File: src/rtl/core/kr_pkg.sv
// Package for the keypad code lock: sizes, register codes, reset values and
// the control and result structs shared by the lock core and its cells.
// No dependencies.
package kr_pkg;

  localparam int RING_DEPTH    = 16;
  localparam int KEY_BITS      = 4;
  localparam int CODE_ENTRIES  = 16;
  localparam int CODE_BITS     = CODE_ENTRIES * KEY_BITS;
  localparam int CODE_IDX_BITS = $clog2(CODE_ENTRIES);
  localparam int COUNT_BITS    = 8;
  localparam int CFG_IDX_BITS  = 2;
  localparam int CFG_DATA_BITS = CODE_BITS;

  typedef logic [KEY_BITS-1:0]      key_t;
  typedef logic [CODE_BITS-1:0]     code_t;
  typedef logic [CODE_IDX_BITS-1:0] code_idx_t;
  typedef logic [COUNT_BITS-1:0]    count_t;

  // Configuration register indexes
  typedef enum logic [CFG_IDX_BITS-1:0] {
    CFG_STORED_CODE,
    CFG_STAR_KEY,
    CFG_NONE_KEY,
    CFG_TIMEOUT_LIMIT
  } cfg_reg_t;

  // Sequencer states
  typedef enum logic [0:0] {
    ST_IDLE,
    ST_CMP
  } ctrl_state_t;

  localparam code_t  STORED_CODE_RST   = 64'hFFFF_FFFF_FFA5_4321;
  localparam key_t   STAR_KEY_RST      = key_t'(10);
  localparam key_t   NONE_KEY_RST      = key_t'(15);
  localparam count_t TIMEOUT_LIMIT_RST = count_t'(50);
  localparam count_t COUNT_MAX         = '1;

  // Commands from the sequencer to the row of key cells
  typedef struct packed {
    logic clear;   // start of session: empty every cell
    logic shift;   // new key enters cell 0, older keys move up
    logic rotate;  // compare walk: every cell takes its older neighbor
    key_t key;     // key that enters cell 0 on shift
  } chain_ctl_t;

  typedef struct packed {
    logic led_on;
    logic touch_beep;
    logic wrong_beep;
    logic door_release;
    logic session_active;
  } result_t;

  // One key code of the stored code, entry 0 in the low bits
  function automatic key_t code_nib(input code_t code, input code_idx_t idx);
    return code[idx*KEY_BITS +: KEY_BITS];
  endfunction

endpackage

File: src/rtl/core/kr_pad_if.sv
// Keypad request channel: valid/ready handshake with mode and key payload.
// Depends on kr_pkg.
interface kr_pad_if import kr_pkg::*; ();
  logic valid;
  logic ready;
  logic mode;
  key_t key;

  modport source (output valid, output mode, output key, input ready);
  modport sink   (input valid, input mode, input key, output ready);
endinterface

File: src/rtl/core/kr_result_if.sv
// Result channel of the lock: valid/ready handshake with the status pulses.
// Depends on kr_pkg.
interface kr_result_if import kr_pkg::*; ();
  logic valid;
  logic ready;
  logic led_on;
  logic touch_beep;
  logic wrong_beep;
  logic door_release;
  logic session_active;

  modport source (output valid, output led_on, output touch_beep, output wrong_beep,
                  output door_release, output session_active, input ready);
  modport sink   (input valid, input led_on, input touch_beep, input wrong_beep,
                  input door_release, input session_active, output ready);
endinterface

File: src/rtl/core/kr_cell.sv
// One key cell of the typed-key row: holds one key code and loads it from
// its newer or older neighbor. Depends on kr_pkg.
module kr_cell import kr_pkg::*; (
  input  logic       clk,
  input  chain_ctl_t ctl,
  input  key_t       from_newer,
  input  key_t       from_older,
  output key_t       key_q
);

  // Clear on session start, shift on a new key, rotate during compare, else hold
  always_ff @(posedge clk) begin
    priority if (ctl.clear) begin
      key_q <= '0;
    end else if (ctl.shift) begin
      key_q <= from_newer;
    end else if (ctl.rotate) begin
      key_q <= from_older;
    end else begin
      key_q <= key_q;
    end
  end

endmodule

File: src/rtl/core/kr_ctrl.sv
// Session sequencer of the keypad lock: configuration registers, session
// state, compare walk over the key cells and the result register.
// Depends on kr_pkg, kr_pad_if and kr_result_if.
module kr_ctrl import kr_pkg::*; (
  input  logic                     clk,
  input  logic                     rst,
  kr_pad_if.sink                   pad,
  kr_result_if.source              result,
  input  logic                     cfg_we,
  input  logic [CFG_IDX_BITS-1:0]  cfg_index,
  input  logic [CFG_DATA_BITS-1:0] cfg_data,
  input  key_t                     head_key,
  output chain_ctl_t               chain
);

  // Configuration registers
  code_t  stored_code;
  key_t   star_key;
  key_t   none_key;
  count_t timeout_limit;

  // Session state
  ctrl_state_t st, st_next;
  logic        active;
  key_t        last_key;
  count_t      poll_count;
  code_idx_t   idx;
  logic        rvalid;
  result_t     res, res_next;
  logic        res_load;

  logic      accept;
  logic      timed_out;
  logic      key_new;
  logic      key_is_star;
  logic      poll_live;
  logic      cmp_start;
  logic      cmp_mismatch;
  logic      cmp_done;
  logic      star_found;
  code_idx_t star_at;

  // Take a request only when idle and the result slot is free
  assign pad.ready   = (st == ST_IDLE) && (!rvalid || result.ready);

  assign accept      = pad.valid && pad.ready;
  assign timed_out   = poll_count > timeout_limit;
  assign key_new     = (pad.key != none_key) && (pad.key != last_key);
  assign key_is_star = pad.key == star_key;
  assign poll_live   = pad.mode && active && !timed_out;
  assign cmp_start   = poll_live && key_new && key_is_star && star_found;

  // Compare the code entry at idx against the key now in the head cell
  assign cmp_mismatch = code_nib(stored_code, idx) != head_key;
  assign cmp_done     = cmp_mismatch || (idx == '0);

  // Find the first star in the stored code, lowest entry wins
  always_comb begin
    star_found = 1'b0;
    star_at    = '0;
    for (int i = CODE_ENTRIES - 1; i >= 0; i--) begin
      if (code_nib(stored_code, code_idx_t'(i)) == star_key) begin
        star_found = 1'b1;
        star_at    = code_idx_t'(i);
      end
    end
  end

  // Next state
  always_comb begin
    st_next = st;
    unique case (st)
      ST_IDLE: if (accept && cmp_start) st_next = ST_CMP;
      ST_CMP:  if (cmp_done) st_next = ST_IDLE;
    endcase
  end

  // Outputs: cell commands and result value
  always_comb begin
    chain.clear  = accept && !pad.mode;
    chain.shift  = accept && poll_live && key_new;
    chain.rotate = st == ST_CMP;
    chain.key    = pad.key;
    res_load     = 1'b0;
    res_next     = '0;
    unique case (st)
      ST_IDLE: begin
        if (accept) begin
          priority if (!pad.mode) begin
            res_load                = 1'b1;
            res_next.led_on         = 1'b1;
            res_next.session_active = 1'b1;
          end else if (!active) begin
            res_load = 1'b1;
          end else if (timed_out) begin
            res_load            = 1'b1;
            res_next.wrong_beep = 1'b1;
          end else if (key_new && key_is_star) begin
            // no star in the stored code: fail at once, else start the walk
            if (!star_found) begin
              res_load            = 1'b1;
              res_next.touch_beep = 1'b1;
              res_next.wrong_beep = 1'b1;
            end
          end else begin
            res_load                = 1'b1;
            res_next.led_on         = 1'b1;
            res_next.session_active = 1'b1;
            res_next.touch_beep     = key_new;
          end
        end
      end
      ST_CMP: begin
        if (cmp_done) begin
          res_load              = 1'b1;
          res_next.touch_beep   = 1'b1;
          res_next.wrong_beep   = cmp_mismatch;
          res_next.door_release = !cmp_mismatch;
        end
      end
    endcase
  end

  // Control registers and configuration
  always_ff @(posedge clk) begin
    if (rst) begin
      st            <= ST_IDLE;
      active        <= 1'b0;
      last_key      <= NONE_KEY_RST;
      poll_count    <= '0;
      rvalid        <= 1'b0;
      stored_code   <= STORED_CODE_RST;
      star_key      <= STAR_KEY_RST;
      none_key      <= NONE_KEY_RST;
      timeout_limit <= TIMEOUT_LIMIT_RST;
    end else begin
      st <= st_next;

      // Hold the result until taken
      if (res_load) begin
        rvalid <= 1'b1;
        active <= res_next.session_active;
      end else if (result.ready) begin
        rvalid <= 1'b0;
      end

      if (accept && (!pad.mode || (active && !timed_out))) begin
        last_key <= pad.key;
      end

      // Saturating poll count
      if (accept && !pad.mode) begin
        poll_count <= '0;
      end else if (accept && active && (poll_count != COUNT_MAX)) begin
        poll_count <= poll_count + count_t'(1);
      end

      if (cfg_we) begin
        unique case (cfg_reg_t'(cfg_index))
          CFG_STORED_CODE:   stored_code   <= cfg_data[CODE_BITS-1:0];
          CFG_STAR_KEY:      star_key      <= cfg_data[KEY_BITS-1:0];
          CFG_NONE_KEY:      none_key      <= cfg_data[KEY_BITS-1:0];
          CFG_TIMEOUT_LIMIT: timeout_limit <= cfg_data[COUNT_BITS-1:0];
        endcase
      end
    end
  end

  // Payload: result value and compare index
  always_ff @(posedge clk) begin
    if (res_load) begin
      res <= res_next;
    end
    if (accept) begin
      idx <= star_at;
    end else if (st == ST_CMP) begin
      idx <= idx - code_idx_t'(1);
    end
  end

  assign result.valid          = rvalid;
  assign result.led_on         = res.led_on;
  assign result.touch_beep     = res.touch_beep;
  assign result.wrong_beep     = res.wrong_beep;
  assign result.door_release   = res.door_release;
  assign result.session_active = res.session_active;

endmodule

File: src/rtl/core/keypad_code_lock_core.sv
// Keypad code lock top level: a row of key cells that keeps the typed keys,
// newest first, and the session sequencer. Depends on kr_pkg, kr_pad_if,
// kr_result_if, kr_cell and kr_ctrl.
//
//   channel  | dir | payload                                           | handshake
//   ---------+-----+---------------------------------------------------+-------------
//   pad      | in  | mode, key                                         | valid/ready
//   result   | out | led_on, touch_beep, wrong_beep, door_release,     | valid/ready
//            |     | session_active                                    |
//   cfg      | in  | cfg_index, cfg_data                               | cfg_we
//
// Start, poll and non-star key requests give their result in the cycle after
// acceptance. A star key runs a compare walk: the cell row rotates one cell
// per cycle while the head cell is checked against one stored entry, from
// the star's entry down to entry 0 or to the first mismatch. One request is
// in work at a time; a result not yet taken blocks the pad channel. Reset is
// synchronous and active high; no clearing pass is needed because a session
// start empties the cell row.
module keypad_code_lock_core import kr_pkg::*; (
  input  logic                     clk,
  input  logic                     rst,
  kr_pad_if.sink                   pad,
  kr_result_if.source              result,
  input  logic                     cfg_we,
  input  logic [CFG_IDX_BITS-1:0]  cfg_index,
  input  logic [CFG_DATA_BITS-1:0] cfg_data
);

  chain_ctl_t chain;
  key_t       cell_key [RING_DEPTH];

  // Row of key cells: new keys enter at cell 0, the compare walk rotates back
  for (genvar i = 0; i < RING_DEPTH; i++) begin : g_cell
    kr_cell u_cell (
      .clk        (clk),
      .ctl        (chain),
      .from_newer ((i == 0) ? chain.key : cell_key[(i + RING_DEPTH - 1) % RING_DEPTH]),
      .from_older (cell_key[(i + 1) % RING_DEPTH]),
      .key_q      (cell_key[i])
    );
  end

  kr_ctrl u_ctrl (
    .clk       (clk),
    .rst       (rst),
    .pad       (pad),
    .result    (result),
    .cfg_we    (cfg_we),
    .cfg_index (cfg_index),
    .cfg_data  (cfg_data),
    .head_key  (cell_key[0]),
    .chain     (chain)
  );

endmodule

File: src/flat_wrapper.sv
// flat-port wrapper written by rule: the top's interface ports become plain ports
module keypad_code_lock_core_flat import kr_pkg::*;
  (clk, rst, cfg_we, cfg_index, cfg_data, pad_valid, pad_mode, pad_key, pad_ready, result_valid, result_led_on, result_touch_beep, result_wrong_beep, result_door_release, result_session_active, result_ready);
  kr_pad_if pad_i ();
  kr_result_if result_i ();
  input  logic clk;
  input  logic rst;
  input  logic cfg_we;
  input  logic [CFG_IDX_BITS-1:0] cfg_index;
  input  logic [CFG_DATA_BITS-1:0] cfg_data;
  input wire logic [$bits(pad_i.valid)-1:0] pad_valid;
  input wire logic [$bits(pad_i.mode)-1:0] pad_mode;
  input wire logic [$bits(pad_i.key)-1:0] pad_key;
  output wire logic [$bits(pad_i.ready)-1:0] pad_ready;
  output wire logic [$bits(result_i.valid)-1:0] result_valid;
  output wire logic [$bits(result_i.led_on)-1:0] result_led_on;
  output wire logic [$bits(result_i.touch_beep)-1:0] result_touch_beep;
  output wire logic [$bits(result_i.wrong_beep)-1:0] result_wrong_beep;
  output wire logic [$bits(result_i.door_release)-1:0] result_door_release;
  output wire logic [$bits(result_i.session_active)-1:0] result_session_active;
  input wire logic [$bits(result_i.ready)-1:0] result_ready;
  assign pad_i.valid = pad_valid;
  assign pad_i.mode = pad_mode;
  assign pad_i.key = pad_key;
  assign pad_ready = pad_i.ready;
  assign result_valid = result_i.valid;
  assign result_led_on = result_i.led_on;
  assign result_touch_beep = result_i.touch_beep;
  assign result_wrong_beep = result_i.wrong_beep;
  assign result_door_release = result_i.door_release;
  assign result_session_active = result_i.session_active;
  assign result_i.ready = result_ready;
  keypad_code_lock_core u_core (.clk(clk), .rst(rst), .pad(pad_i), .result(result_i), .cfg_we(cfg_we), .cfg_index(cfg_index), .cfg_data(cfg_data));
endmodule
File: config.mk
export PLATFORM = sky130hd
export DESIGN_NAME = keypad_code_lock_core_flat
export DESIGN_NICKNAME = d
export VERILOG_FILES = /design/src/rtl/core/kr_pkg.sv /design/src/rtl/core/kr_pad_if.sv /design/src/rtl/core/kr_result_if.sv /design/src/rtl/core/kr_cell.sv /design/src/rtl/core/kr_ctrl.sv /design/src/rtl/core/keypad_code_lock_core.sv /design/src/flat_wrapper.sv
export SDC_FILE = /design/constraint.sdc
export NUM_CORES = 1
export LEC_CHECK = 0
export BUFFER_PORTS_ARGS = -buffer_cell sky130_fd_sc_hd__clkbuf_2
export CORE_MARGIN = 2
export CORE_UTILIZATION = 60
export CTS_CLUSTER_SIZE = 28
export DETAILED_ROUTE_END_ITERATION = 16
export PLACE_DENSITY = 0.82
export SLEW_MARGIN = 5
export SYNTH_ARGS = -nofsm -noshare
export SYNTH_HDL_FRONTEND = slang
export SYNTH_SLANG_ARGS = --single-unit
File: constraint.sdc
create_clock -name clk -period 4.9 [get_ports clk]
set_clock_uncertainty 0.05 [all_clocks]
set_input_delay 0.735 -clock clk [delete_from_list [all_inputs] [get_ports clk]]
set_output_delay 0.735 -clock clk [all_outputs]
set_load 0.02 [all_outputs]
==> run metrics, run 1 <==
Synth Instances 953; die area 14500 sq um; CTS Buffer Depth 2; Compound-Gate Fraction of Synth Area 15.1%; routed len/inst 16.6 microns; Leak 3.61 nW; synth unique cells 56; Fmax roughly 300 MHz; Post-DP HPWL about 13000 microns; asr flop ratio synth 0%; Hold Fails Final Rpt 0; VDD IR-drop max approximately 0.00033 V; share of cells above drive strength 1 13.7%; largest area contributor in the netlist dfxtp_1; RSZ-0062 raised after global routing false; worst setup margin 1.66 ns; worst-path fanout max 20; Setup Slack @ Placement 1.69 ns; Initial Util 61.5%; multiplexer share of the synthesized area 7.11%; XOR/XNOR share of the synthesized area 9.57%; worst slew pin tran around 1.1 ns; Slew Limit Headroom 24.2%; largest net degree at the start of global routing 71; main combinational cell family by area after synthesis simple AND/OR/NAND/NOR gates; WS Path Type reg2reg; Mapped Avg Cell Area ~8.5 sq um; Pwr Total 3.21 mW; Net Sw Power 0.797 mW; share of the synthesized area in the top cell type roughly two fifths; Post-CTS Resized 0; slowest CP cell edfxtp_1; critical-path cell list mux4_1 -> mux4_2 -> xor2_1 -> a31oi_1 -> o211ai_2 -> o21ai_2 -> nand2_1; outcome completed; PwrDens around 350 nW/um^2; EDFF count, synth 9; Pint between 2 and 2.5 mW; required time worst endpoint 5.01 ns; clock buffer count from CTS 17; Synth area leaders dfxtp_1, nand2_1, xnor2_1, a22oi_1, a21oi_1; Vias/cell about 6.0; Num Clock Sinks 168; Yosys warnings 0; Remaining Overflow, GRT 0; max-cap viol count 0; clock latency on the worst-skew pair around 0.43 ns; vias in the first global route 6513; CP Capture Type flip-flop; top-count cell post-synth nand2_1; area share of fa/ha/maj cells after synthesis 1.54%; clock network fraction of design power between 40% and 50%; Post-CTS Setup Bufs 0; final setup TNS 0 ns; GRT Total Usage 27.4%; Simple-Gate Fraction of Synth Area 19.9%; Ports 83; gpl congestion 0.913; clock-pin transition on the worst setup and hold timing paths 0.06 ns; Port Buffers 82; chip width between 100 and 150 microns; htree depth 4; final count of negative-setup-slack endpoints 0; Antenna Nets Post-Route 0; final wirelength 19500 microns; FF+latch count, synth 168; arrival time worst endpoint roughly 3.3 ns; final worst path period share 66.1%; CP max stage delay between 0.8 and 0.9 ns; sequential power share 46.7%; antenna violations before repair 0; Final Net Count 1075; core area 13200 sq um; Rows 42; root buffer cell clkbuf_16; startpoint types flip-flop; first-pass GRT wire length 31800 microns; CTS tree yes; sw frac roughly 25%; drt drc 0; final slew viol count 0; hold buffer count at CTS 0; Seq/Total Area, Yosys roughly 42%; Comb power frac about a tenth; ys flop type dfxtp_1; mapped cell area 8150 sq um; area grow syn2layout 12.6%; Filler Cell Count 1077; hold slack 0.407 ns; initial drt markers between 700 and 800; total number of vias ~7000; Hold WC Path Type reg2reg; first-pass detailed-route iteration total 6; chip height between 100 and 150 microns; net count after synthesis 1039; min Tclk post-route 3.24 ns; Ant. Diodes 0; Synth top cells by count nand2_1, dfxtp_1, a21oi_1
[power by group through the flow]
stage	Clock (mW)	Combinational (mW)	Sequential [mW]
floorplan	0	0.268	1.48
global placement	0	0.317	1.52
detailed placement	0	0.327	1.53
CTS	1.38	0.331	1.50
global route	1.44	0.366	1.50
finish	1.38	0.333	1.50
[per-layer routing]
metal	up-vias	wire (microns)	GRT usage [%]	part of all wire, %
met4	0	542	10.4	2.8
li1	3426	-	-	-
met1	3372	8660	36.2	44
met2	264	9160	44.3	47
met3	51	1140	5.61	5.8
met5	-	0	0	0
[cells in the final DEF, fill, tap and decap left out, types with 4 or more instances in the layout]
cell type    n
nand2_1    235
dfxtp_1    158
a21oi_1     91
clkbuf_2    82
xnor2_1     79
a22oi_1     64
nand3_1     61
nand4_1     24
mux2i_1     17
clkbuf_16   17
inv_1       16
nor2_1      12
xor2_1      10
mux4_1      10
ha_1        10
edfxtp_1     9
nor3_1       8
o21ai_0      7
buf_4        6
mux4_2       5
o211ai_1     4
and4_1       4
a31oi_1      4
[final timing paths]
check | end | slack, ns | cells past startpoint | startpoint
setup reg to reg | u_core.u_ctrl.result.session_active$_DFFE_PP_ | 1.66 | 7 | u_core.u_ctrl.idx[2]$_DFFE_PP_
setup / recovery | u_core.u_ctrl.result.session_active$_DFFE_PP_ | 1.66 | 7 | u_core.u_ctrl.idx[2]$_DFFE_PP_
hold reg to reg | u_core.u_ctrl.timeout_limit[6]$_SDFFE_PP0P_ | 0.41 | 2 | u_core.u_ctrl.timeout_limit[6]$_SDFFE_PP0P_
hold / removal | u_core.u_ctrl.timeout_limit[6]$_SDFFE_PP0P_ | 0.41 | 2 | u_core.u_ctrl.timeout_limit[6]$_SDFFE_PP0P_
[sequential cells by signal, indices dropped and copies added (netlist names), 4 cells and up]
register and count:
u_core.u_ctrl.stored_code 64, u_core.g_cell.u_cell.key_q 64, u_core.u_ctrl.last_key 4, u_core.u_ctrl.idx 4, u_core.u_ctrl.none_key 4, u_core.u_ctrl.star_key 4
u_core.u_ctrl.timeout_limit 8, u_core.u_ctrl.poll_count 8
[per-stage QoR]
step                instances  instance area [sq um]  utilization [%]
detailed placement       1146                   8570             64.7
CTS                      1178                   9170             69.2
global route             1178                   9170             69.2
global placement         1146                   8570             64.7
floorplan                 953                   8150                -
finish                   1178                   9170             69.2
[area by class of cell]
| class | count | area, sq um | area share, % |
|---|---|---|---|
| Multi-Input combinational cell | 696 | 4370 | 47.6 |
| Sequential cell | 168 | 3450 | 37.7 |
| Clock buffer | 22 | 464 | 5.06 |
| Timing Repair Buffer | 88 | 455 | 4.97 |
| Tap cell | 176 | 220 | 2.40 |
| Clock inverter | 10 | 140 | 1.53 |
| Inverter | 18 | 67.6 | 0.737 |
[cell families after synthesis]
kind of cell / count (synthesis)
mux: 35
flops: 168
buf+inv: 89
compound gates: 194
xor+xnor: 89
fa+ha+maj: 10
simple gates: 368
[worst max-delay path, delay by kind of cell (launching register included)]
kind | cells | cell delay [ns]
simple gates | 1 | 0.17
mux | 2 | 1.14
compound gates | 3 | 0.54
flops | 1 | 0.89
xor+xnor | 1 | 0.16
(Power assumes the default switching activity.)
==> inputs of run 2 (changes only) <==
Settings changed: CORE_UTILIZATION 60 to 53, PLACE_DENSITY 0.82 to 0.77.
Clock period 4.9 ns to 2.6 ns, I/O delays scaled along.
==> run 2 against run 1 <==
Compared with the run above:
- the flow now finishes with violations (negative setup slack)
- highest routed layer unchanged
- largest power group unchanged
- cell count up 4.2%
- utilization fell by 5.7 points
- die area is 13% higher
- sequential share of layout area fell by 1.7 points
==> run metrics, run 2 (synthesis gave the netlist of run 1 again) <==
outcome finished, violations left; failing checks negative setup slack; final worst path period share 102%; Vias/cell 5.79; GRT Total Usage roughly a quarter; Regs by FF count u_core.g_cell.u_cell.key_q (64), u_core.u_ctrl.stored_code (64); most common cell after layout, fill and taps aside nand2_1; antenna violations before repair 0; clock buffer count from CTS 17; clock latency on the worst-skew pair 0.44 ns; vias in the first global route 6635; critical-path cell list buf_6 -> mux4_2 -> mux4_2 -> xor2_1 -> a31oi_1 -> o211ai_2 -> o21ai_2 -> o21ai_0; max-cap viol count 0; Remaining Overflow, GRT 0; initial drt markers 739; worst path bufs/invs 1; gpl congestion 0.924; hold buffer count at CTS 0; clock-pin transition on the worst setup and hold timing paths 0.07 ns; Setup Slack @ Placement -0.0864 ns; share of cells above drive strength 1 between 15 and 20%; final instance area about 9600 sq um; CP top delay family multiplexers; Port Buffers 82; Reg2Reg Depth 8; CP Capture Type flip-flop; Leak between 3 and 4 nW; CP dominant cell by count mux4_2; first-pass GRT wire length about 33000 microns; Ports between 80 and 90; core area 15100 sq um; Hold Fails Final Rpt 0; largest net degree at the start of global routing 73; Num Clock Sinks 168; VDD IR-drop max 0.000584 V; RR Endpoint u_core.u_ctrl.result.touch_beep$_DFFE_PP_; worst setup margin -0.0511 ns; die area 16400 sq um; Filler Cell Count 1289; final slew viol count 0; CTS Buffer Depth 2; Hold WC Path Type in2reg; final setup TNS -0.223 ns; reg-to-reg slack, setup -0.05 ns; PwrDens around 630 nW/um^2; total number of vias 7099; htree depth 4; RSZ-0062 raised after global routing true; Ant. Diodes 0; Antenna Nets Post-Route 0; drt drc 0; reg2reg start u_core.u_ctrl.idx[2]$_DFFE_PP_; most frequent cells in the layout nand2_1, dfxtp_1, a21oi_1; WHS Endpoint u_core.u_ctrl.stored_code[26]$_SDFFE_PP1P_; Final Net Count about 1100; required time worst endpoint about 2.7 ns; Fmax ~380 MHz; worst-path fanout max 5; routed len/inst 16.6 microns; worst slew pin tran 0.653 ns; arrival time worst endpoint 2.76 ns; area grow syn2layout 17.7%; slowest CP cell mux4_2; chip height 128 microns; Initial Util 54.0%; first-pass detailed-route iteration total 8; WS Path Type reg2reg; min Tclk post-route 2.65 ns; chip width roughly 130 microns; final count of negative-setup-slack endpoints 6; Pwr Total 6.00 mW; Rows 45; CP max stage delay 0.52 ns; worst hold start cfg_data[26]; root buffer cell clkbuf_16; final wirelength 20400 microns; CTS tree yes; Post-DP HPWL approximately 14000 microns; Slew Limit Headroom 56.5%; startpoint types flip-flop; Post-DP Area around 9000 sq um; Worst Hold Depth 3
## run 2: cell types whose count changed in the layout (fill, tap and decap cells not counted), sizes merged
| cell | before | now |
|---|---|---|
| buf | 6 | 43 |
| inv | 21 | 20 |
| bufinv | 3 | 1 |
| clkinvlp | 1 | 2 |
| clkinv | 3 | 5 |
## run 2: worst max-delay path by stage
| stage | startpoint | to | cells after the start |
|---|---|---|---|
| final | u_core.u_ctrl.idx[2]$_DFFE_PP_ | u_core.u_ctrl.result.touch_beep$_DFFE_PP_ | 8 |
| after global routing | u_core.u_ctrl.idx[2]$_DFFE_PP_ | u_core.u_ctrl.result.touch_beep$_DFFE_PP_ | 8 |
| after CTS | u_core.u_ctrl.idx[2]$_DFFE_PP_ | u_core.u_ctrl.result.touch_beep$_DFFE_PP_ | 8 |
| after detailed placement | u_core.u_ctrl.idx[2]$_DFFE_PP_ | u_core.u_ctrl.result.led_on$_SDFFCE_PP0P_ | 8 |
| after global placement | u_core.u_ctrl.idx[2]$_DFFE_PP_ | u_core.u_ctrl.result.led_on$_SDFFCE_PP0P_ | 8 |
| after floorplan | u_core.u_ctrl.idx[2]$_DFFE_PP_ | u_core.u_ctrl.result.door_release$_SDFFCE_PN0P_ | 8 |
## run 2: where the power goes
part	switching (mW)	internal, mW	leakage, nW
clock	1.05	1.42	0.281
combinational	0.391	0.358	2.16
sequential	0.0968	2.68	1.38
## run 2: tightest hold or removal path: stages
cell,delay [ns]
clkbuf_2,0.07
nand2_1,0.04
nand3_1,0.06
## run 2: per-layer routing
metal  up-vias  global-route usage, %  wire length, microns
met3        53                   6.43                  1200
met1      3326                   33.8                  9080
li1       3483                      -                     -
met5         -                      0                     0
met4         0                   9.63                   612
met2       237                   41.4                  9490
## run 2: per-stage QoR
step           cells  hold slack, ns  util (%)
2_1_floorplan    953           0.386         -
3_3_place_gp    1191           0.394      59.3
3_5_place_dp    1191           0.397      59.3
4_1_cts         1223          0.0941      63.1
5_1_grt         1227           0.107      63.6
6_report        1227           0.114      63.6
## run 2: timing repair
| action | 4_1_cts | 5_1_grt |
|---|---|---|
| endpoints found under the setup margin | 10 | 36 |
| hold endpoints to repair | 0 | 0 |
| buffers inserted | 0 | 3 |
| gates resized for setup | 8 | 5 |
| cloned | 1 | 1 |
| pin swaps | 1 | 1 |
## run 2: final cells by class
class                   count  area [sq um]  area share (%)
inverters                  18          67.6           0.705
repair buffers            126           872            9.09
clock buffers              21           482            5.02
multi-input cells         696          4390            45.7
well taps                 188           235            2.45
flip-flops and latches    168          3450            36.0
clock inverters            10          92.6           0.965
